**src/rtl/core/tcp_pkg.sv**
```systemverilog
// Shared types and constants of the transfer chunk planner.
`timescale 1ns / 1ps
`default_nettype none

package tcp_pkg;

    // Register indexes on the configuration channel.
    localparam logic [2:0] REG_REGION_BASE = 3'd0;
    localparam logic [2:0] REG_REGION_SIZE = 3'd1;
    localparam logic [2:0] REG_NODE_COUNT  = 3'd2;
    localparam logic [2:0] REG_LOCAL_NODE  = 3'd3;
    localparam logic [2:0] REG_MAX_CHUNK   = 3'd4;

    // Transfer kinds carried in the query.
    localparam logic [1:0] MODE_SET  = 2'd0;
    localparam logic [1:0] MODE_COPY = 2'd1;
    localparam logic [1:0] MODE_MOVE = 2'd2;
    localparam logic [1:0] MODE_NONE = 2'd3;

    // Configuration and the values derived from it, as seen by the datapath.
    typedef struct packed {
        logic [63:0] region_base;
        logic [63:0] region_size;
        logic [63:0] rgn_end;
        logic [63:0] node_span;
        logic [63:0] last_off;     // offset of the last node inside the region
        logic [15:0] node_count;
        logic [15:0] local_node;
        logic [31:0] max_chunk;
        logic        ok;           // configuration can produce chunks
    } cfg_t;

endpackage

`default_nettype wire

```
**src/rtl/core/tcp_cfg.sv**
```systemverilog
// Configuration registers and the sequential divider that derives the node size.
`timescale 1ns / 1ps
`default_nettype none

module tcp_cfg (
    input  wire logic        aclk,
    input  wire logic        aresetn,
    input  wire logic        cfg_valid,
    output logic             cfg_ready,
    input  wire logic [2:0]  cfg_index,
    input  wire logic [63:0] cfg_data,
    output tcp_pkg::cfg_t    cfg_o
);
    import tcp_pkg::*;

    typedef enum logic [2:0] {
        ST_IDLE = 3'b001,
        ST_DIV  = 3'b010,
        ST_FIN  = 3'b100
    } state_t;

    state_t      state_reg;
    logic [63:0] base_reg, size_reg;
    logic [15:0] count_reg, local_reg;
    logic [31:0] max_reg;
    logic [63:0] end_reg, nsize_reg, last_reg;
    logic        ok_reg;
    logic [16:0] rem_reg;
    logic [63:0] quo_reg;
    logic [6:0]  cnt_reg;

    logic        wr;
    logic [16:0] trial;
    logic        take;
    logic [64:0] end_sum;

    assign cfg_ready = (state_reg == ST_IDLE);
    assign wr        = cfg_valid && cfg_ready;

    // One quotient bit per cycle of region_size / node_count.
    assign trial   = {rem_reg[15:0], quo_reg[63]};
    assign take    = (trial >= {1'b0, count_reg});
    assign end_sum = {1'b0, base_reg} + {1'b0, size_reg};

    always_ff @(posedge aclk) begin
        if (!aresetn) begin
            state_reg <= ST_IDLE;
            base_reg  <= '0;
            size_reg  <= '0;
            count_reg <= 16'd1;
            local_reg <= '0;
            max_reg   <= 32'd65536;
            end_reg   <= '0;
            nsize_reg <= '0;
            last_reg  <= '0;
            ok_reg    <= 1'b0;
            rem_reg   <= '0;
            quo_reg   <= '0;
            cnt_reg   <= '0;
        end else begin
            case (state_reg)
                ST_IDLE: begin
                    if (wr) begin
                        case (cfg_index)
                            REG_REGION_BASE: base_reg  <= cfg_data;
                            REG_REGION_SIZE: size_reg  <= cfg_data;
                            REG_NODE_COUNT:  count_reg <= cfg_data[15:0];
                            REG_LOCAL_NODE:  local_reg <= cfg_data[15:0];
                            REG_MAX_CHUNK:   max_reg   <= cfg_data[31:0];
                            default: ;
                        endcase
                        quo_reg   <= (cfg_index == REG_REGION_SIZE) ? cfg_data : size_reg;
                        rem_reg   <= '0;
                        cnt_reg   <= 7'd64;
                        state_reg <= ST_DIV;
                    end
                end
                ST_DIV: begin
                    rem_reg <= take ? (trial - {1'b0, count_reg}) : trial;
                    quo_reg <= {quo_reg[62:0], take};
                    cnt_reg <= cnt_reg - 7'd1;
                    if (cnt_reg == 7'd1) begin
                        state_reg <= ST_FIN;
                    end
                end
                ST_FIN: begin
                    // Remainder and quotient give the start of the last node.
                    nsize_reg <= quo_reg;
                    end_reg   <= end_sum[63:0];
                    last_reg  <= size_reg - {48'd0, rem_reg[15:0]} - quo_reg;
                    ok_reg    <= (size_reg != 64'd0) && (count_reg != 16'd0)
                                 && (local_reg < count_reg) && !end_sum[64]
                                 && (quo_reg != 64'd0);
                    state_reg <= ST_IDLE;
                end
                default: state_reg <= ST_IDLE;
            endcase
        end
    end

    always_comb begin
        cfg_o.region_base = base_reg;
        cfg_o.region_size = size_reg;
        cfg_o.rgn_end     = end_reg;
        cfg_o.node_span   = nsize_reg;
        cfg_o.last_off    = last_reg;
        cfg_o.node_count  = count_reg;
        cfg_o.local_node  = local_reg;
        cfg_o.max_chunk   = max_reg;
        cfg_o.ok          = ok_reg;
    end

endmodule

`default_nettype wire

```
**config.mk**
```make
export PLATFORM = sky130hd
export DESIGN_NAME = tcp_cfg
export DESIGN_NICKNAME = d
export VERILOG_FILES = /design/src/rtl/core/tcp_pkg.sv /design/src/rtl/core/tcp_cfg.sv
export SDC_FILE = /design/constraint.sdc
export NUM_CORES = 1
export LEC_CHECK = 0
export ABC_AREA = 1
export CORE_AREA = 2 2 273 275
export DETAILED_ROUTE_END_ITERATION = 12
export DIE_AREA = 0 0 275 277
export DONT_BUFFER_PORTS = 1
export PLACE_DENSITY = 0.71
export SETUP_SLACK_MARGIN = 0.2
export SYNTH_ARGS = -nofsm -noshare
export SYNTH_HDL_FRONTEND = slang
export SYNTH_SLANG_ARGS = --single-unit
```
**constraint.sdc**
```tcl
create_clock -name aclk -period 4.3 [get_ports aclk]
set_input_delay 0.43 -clock aclk [delete_from_list [all_inputs] [get_ports aclk]]
set_output_delay 0.43 -clock aclk [all_outputs]
set_load 0.005 [all_outputs]
```
**Yosys cells after proc, flatten, opt, wreduce, memory -nomap -nowiden**

Cells that the tools add are included.

- Register bits after elaboration: 475
- Bits in latches: 0
- RAM bits: 0
- ROM bits: 0
- Input bits: 70
- Output and inout port bits: 386
- Logic and storage cells: 59
- Memories kept: 0

- $add $sub $neg: 5
- $mul: 0
- Divide/modulo/power cells: 0
- Magnitude comparators: 2
- Equal/unequal tests: 10
- Shifts and indexed selects: 0
- Mux-type cells: 11
- Bitwise operators: 0
- Reduce and logical (&&, ||, !) cells: 18

Operator list:

| cell | number |
|---|---|
| 64-bit 2-to-1 mux | 2 |
| 64-bit case mux with 2 select lines | 1 |
| 64-bit nonzero test | 2 |
| 64-bit by 64-bit adder with 65-bit output | 1 |
| 64-bit by 16-bit subtractor with 64-bit output | 1 |
| 64-bit subtractor | 1 |
| 16-bit 2-to-1 mux | 2 |
| 16-bit case mux with 2 select lines | 1 |
| 17-bit by 16-bit >= comparator with 1-bit output | 1 |
| 16-bit less-than comparator | 1 |
| 16-bit nonzero test | 1 |
| 16-bit subtractor | 1 |
| 7-bit case mux with 2 select lines | 1 |
| 3-bit AND reduction | 4 |
| 3-bit by 2-bit equality test with 1-bit output (second input constant) | 3 |
| 7-bit by 1-bit equality test with 1-bit output (second input constant) | 1 |
| 7-bit 2-to-1 mux | 1 |
| 7-bit by 1-bit subtractor with 7-bit output (second input constant) | 1 |
| 3-bit by 1-bit equality test with 1-bit output (second input constant) | 2 |
| 3-bit equality test (second input constant) | 2 |
| 3-bit 2-to-1 mux | 2 |
| 3-bit case mux with 2 select lines | 1 |
| 2-bit AND reduction | 3 |
| 1-bit logical AND | 5 |
| other kinds (5) | 5 |

**Logic depth before layout (Yosys ltp)**

- Depth after elaboration: 5
- Gate-level depth with buffers: 21
- Gate-level depth less buffers: 21

**Least setup slack after synthesis**

OpenSTA, ideal clock, no wires.

- Path kind: register to register
- From: register rem_reg[0]
- To: register last_reg[40]
- Setup time: 0.115 ns
- Data arrival time: 2.638 ns
- Data required time: 4.185 ns
- Slack: 1.547 ns
- Cell stages (with the launch flop): 20
- Buffers on the path: 0
- Period minus slack after synthesis: 2.753 ns
- Path through: dfxtp_1 -> inv_1 -> fa_1 -> inv_1 -> ha_1 -> inv_1 -> nand2_1 -> fa_1 -> nand3_1 -> nand3_1 -> nand2_1 -> nand2_1 -> nand2_1 -> nand3_1 -> nand2_1 -> nand2_1 -> nand2_1 -> nand2_1 -> o21ai_0 -> inv_1

- Cells in the longest elaborated chain, start to end: 2

Ends and longest elaborated chain:

| item | RTL line | text |
|---|---|---|
| start, declared | tcp_cfg.sv:28 | `logic [16:0] rem_reg;` |
| start signal, assigned | tcp_cfg.sv:79 | `rem_reg <= take ? (trial - {1'b0, count_reg}) : trial;` |
| 64-bit by 16-bit subtractor with 64-bit output | tcp_cfg.sv:90 | `last_reg <= size_reg - {48'd0, rem_reg[15:0]} - quo_reg;` |
| 64-bit subtractor | tcp_cfg.sv:90 |  |
| end signal, assigned | tcp_cfg.sv:90 |  |
| end, declared | tcp_cfg.sv:26 | `logic [63:0] end_reg, nsize_reg, last_reg;` |

Every way passes these cells.
A chain may end at the register's enable or synchronous reset.

**Worst setup path after layout**

Same ends and word-level chain as after synthesis.

==> results.json <==
{
  "outcome": "completed",
  "areaGrowthSynthToFinish_pct": 10.1,
  "yosysSeqAreaShare": 0.290,
  "synth-async-reset-ratio": 0,
  "initial_core_util": 0.445,
  "max_stage_delay_ns": 0.58,
  "synth_ff_type": "dfxtp_1",
  "critPathBufInv": 4,
  "place_inst": 6273,
  "cts.sinks": 475,
  "cts_hold_buf": 69,
  "cp_top_family": "simple AND/OR/NAND/NOR gates",
  "total_power_mw": 13.1,
  "slew_headroom": 0.299,
  "vias": 33800,
  "fillCellCount": 7646,
  "hold_path_end": "size_reg[31]$_SDFFE_PN0P_",
  "cpMaxStageDelayCell": "fa_1",
  "path_common_cell": "nand2_1",
  "crit_path_start_kind": "flip-flop",
  "fin_crit_sh": 0.756,
  "grt_pass1_wl_um": 190000,
  "regArea_um2": 9510,
  "setup_viol": 0,
  "post-place-ws_ns": 1.07,
  "post-cts-setup-buffer-count": 0,
  "synth_common_cells": "nand2_1 (1516), inv_1 (1152), nor2_1 (736)",
  "synth.top_cell.area_share": 0.290,
  "critical_path_class": "flip-flop to flip-flop",
  "syn_area_um2": 32800,
  "die_y_um": 277,
  "grt_start_max_net_pins": 225,
  "ctsResizeCount": 0,
  "worstSkewPairLatency_ns": 0.64,
  "yosys_warnings": 0,
  "leakage_nw": 19.8,
  "multiInputGateArea_um2": 18100,
  "path_max_fanout": 4,
  "hpwlAfterDp_um": 100000,
  "route.detailed.drc": 0,
  "cts_tree": "built",
  "final_nets": 5726,
  "r2r_setup_slack_ns": 1.05,
  "cap_violations": 0,
  "cts.htree.levels": 2,
  "gr-total-overflow": 0,
  "ant_nets": 0,
  "synth_area_leader_cell": "dfxtp_1",
  "fin_setup_tns_ns": 0,
  "drive_gt1_frac": 0.0325,
  "max_freq_mhz": 308,
  "layout_setup_ws_ns": 1.05,
  "wl_per_cell_um": 20.0,
  "cts_root_buf": "clkbuf_16",
  "cts_buffers": 54,
  "synthCells": 5439,
  "synth_area_leaders": "dfxtp_1 (29%), nand2_1 (17%), inv_1 (13%)",
  "final_cells": 6448,
  "viasPerCell": 5.24,
  "hold_depth": 2,
  "drtPass1Iterations": 6,
  "tightest_slew_ns": 1.05,
  "powerDensity_nw_per_um2": 362,
  "ys_ff_latch": 475,
  "timing.rr.start": "rem_reg[0]$_SDFFE_PN0P_",
  "place.gp.congestion": 1.02,
  "min_period_ns": 3.25,
  "dieArea_um2": 76200,
  "grt_pass1_vias": 30900,
  "synth_edf_count": 0,
  "fin_worst_skew_ns": 0.0231,
  "io_buffers": 0,
  "r2r_cells": 19,
  "ios": 456,
  "rsz0062_at_grt": "no",
  "antenna_found_initial": 9,
  "critPathCaptureType": "flip-flop",
  "ys_types": 42,
  "crit_required_ns": 4.82,
  "coreArea_um2": 73600,
  "fp.dieW_um": 275,
  "cp_data_arrival_time_ns": 3.77,
  "grt_usage": 0.328,
  "worstHoldStart": "cfg_data[31]",
  "drt_iter0_drc": 3084,
  "post-synth-top-count-cell": "nand2_1",
  "slew_violations": 0,
  "hold_path_class": "input pin to flip-flop",
  "path_clk_slew_ns": 0.06,
  "rows": 100,
  "routed_wl_um": 129000,
  "syn_nets": 5736,
  "worst_r2r_endpoint": "last_reg[40]$_SDFFE_PN0N_",
  "max-clock-path-buffers": 3,
  "syn_avg_cell_area_um2": 6.02,
  "hold_viol_final": 0,
  "crit_chain": "inv_1 -> fa_1 -> inv_1 -> ha_1 -> inv_1 -> nand2_1 -> fa_1 -> nand3_1 -> nand3_1 -> nand2_1 -> nand2_1 -> nand2_1 -> nand3_1 -> nand2_1 -> nand2_1 -> nand2_1 -> nand2_1 -> o21ai_0 -> inv_1",
  "irDropWorstVdd_uv": 386
}
## worst register-to-register path, stage by stage, from the launching register on
cell     delay, ns
dfxtp_1       0.37
inv_1         0.10
fa_1          0.58
inv_1         0.06
ha_1          0.17
inv_1         0.05
nand2_1       0.09
fa_1          0.41
nand3_1       0.12
nand3_1       0.17
nand2_1       0.10
nand2_1       0.14
nand2_1       0.10
nand3_1       0.19
nand2_1       0.11
nand2_1       0.06
nand2_1       0.06
nand2_1       0.04
o21ai_0       0.15
inv_1         0.05
## power by group
part / switching, mW / internal (mW) / leakage, nW
clock network: 2.09 / 2.81 / 0.888
logic: 2.51 / 1.04 / 15.1
registers: 0.125 / 4.49 / 3.84
## placed cells by master, fill, tap and decap left out, types with 9 or more instances in the layout
cell type,synthesis,routed
nand2_1,1516,1515
inv_1,1152,1152
nor2_1,736,736
dfxtp_1,475,475
a21oi_1,319,319
o21ai_0,291,291
ha_1,209,209
nand3_1,185,184
dlygate4sd3_1,0,67
o221ai_1,63,63
xor2_1,61,61
clkbuf_16,0,55
o21ai_1,50,50
nand4_1,43,43
nor3_1,40,40
buf_4,6,31
fa_1,18,18
a21oi_2,17,17
nand3b_1,15,15
o21ai_2,14,14
o21bai_1,9,9
xnor2_1,9,9
clkbuf_1,88,9
clkbuf_8,0,9
## cell type report
| cell class | instances | area share |
|---|---|---|
| Multi-Input combinational cell | 3634 | 0.502 |
| Sequential cell | 475 | 0.264 |
| Inverter | 1162 | 0.121 |
| Clock buffer | 73 | 0.0425 |
| Tap cell | 969 | 0.0336 |
| Timing Repair Buffer | 102 | 0.0277 |
| Clock inverter | 25 | 0.00861 |
| Antenna cell | 8 | 0.000555 |
## cells by family after synthesis
group	share of synthesized area
DFF	0.290
and+or+nand+nor	0.310
AOI/OAI and AO/OA	0.132
adders and majority gates	0.0908
buffers and inverters	0.158
xor gates and xnor gates	0.0187
## worst max path at each step
stage,end,cells after the start,startpoint
2_1_floorplan,last_reg[40]$_SDFFE_PN0N_,19,rem_reg[0]$_SDFFE_PN0P_
3_3_place_gp,last_reg[44]$_SDFFE_PN0N_,20,size_reg[0]$_SDFFE_PN0P_
3_5_place_dp,last_reg[60]$_SDFFE_PN0N_,21,rem_reg[0]$_SDFFE_PN0P_
4_1_cts,last_reg[44]$_SDFFE_PN0N_,21,rem_reg[0]$_SDFFE_PN0P_
5_1_grt,last_reg[44]$_SDFFE_PN0N_,21,rem_reg[0]$_SDFFE_PN0P_
6_report,last_reg[40]$_SDFFE_PN0N_,19,rem_reg[0]$_SDFFE_PN0P_
## stage by stage
step / util / hold WS [ns] / instance area [um^2]
finish: 0.490 / 0.0193 / 36100
floorplan: - / 0.443 / 32800
global route: 0.490 / 0.0316 / 36000
CTS: 0.490 / 0.00538 / 36000
global placement: 0.455 / 0.450 / 33500
detailed placement: 0.455 / 0.461 / 33500
## layer usage
layer  routed length [um]  part of all wire  up-vias  track usage
met5                   38           0.00029        -            0
met4                 6470             0.050        6        0.151
met3                12200             0.095      307       0.0695
met2                55200              0.43     1486        0.504
met1                55000              0.43    15300        0.437
li1                     -                 -    16700            -
Power figures use the tool's default switching activity.
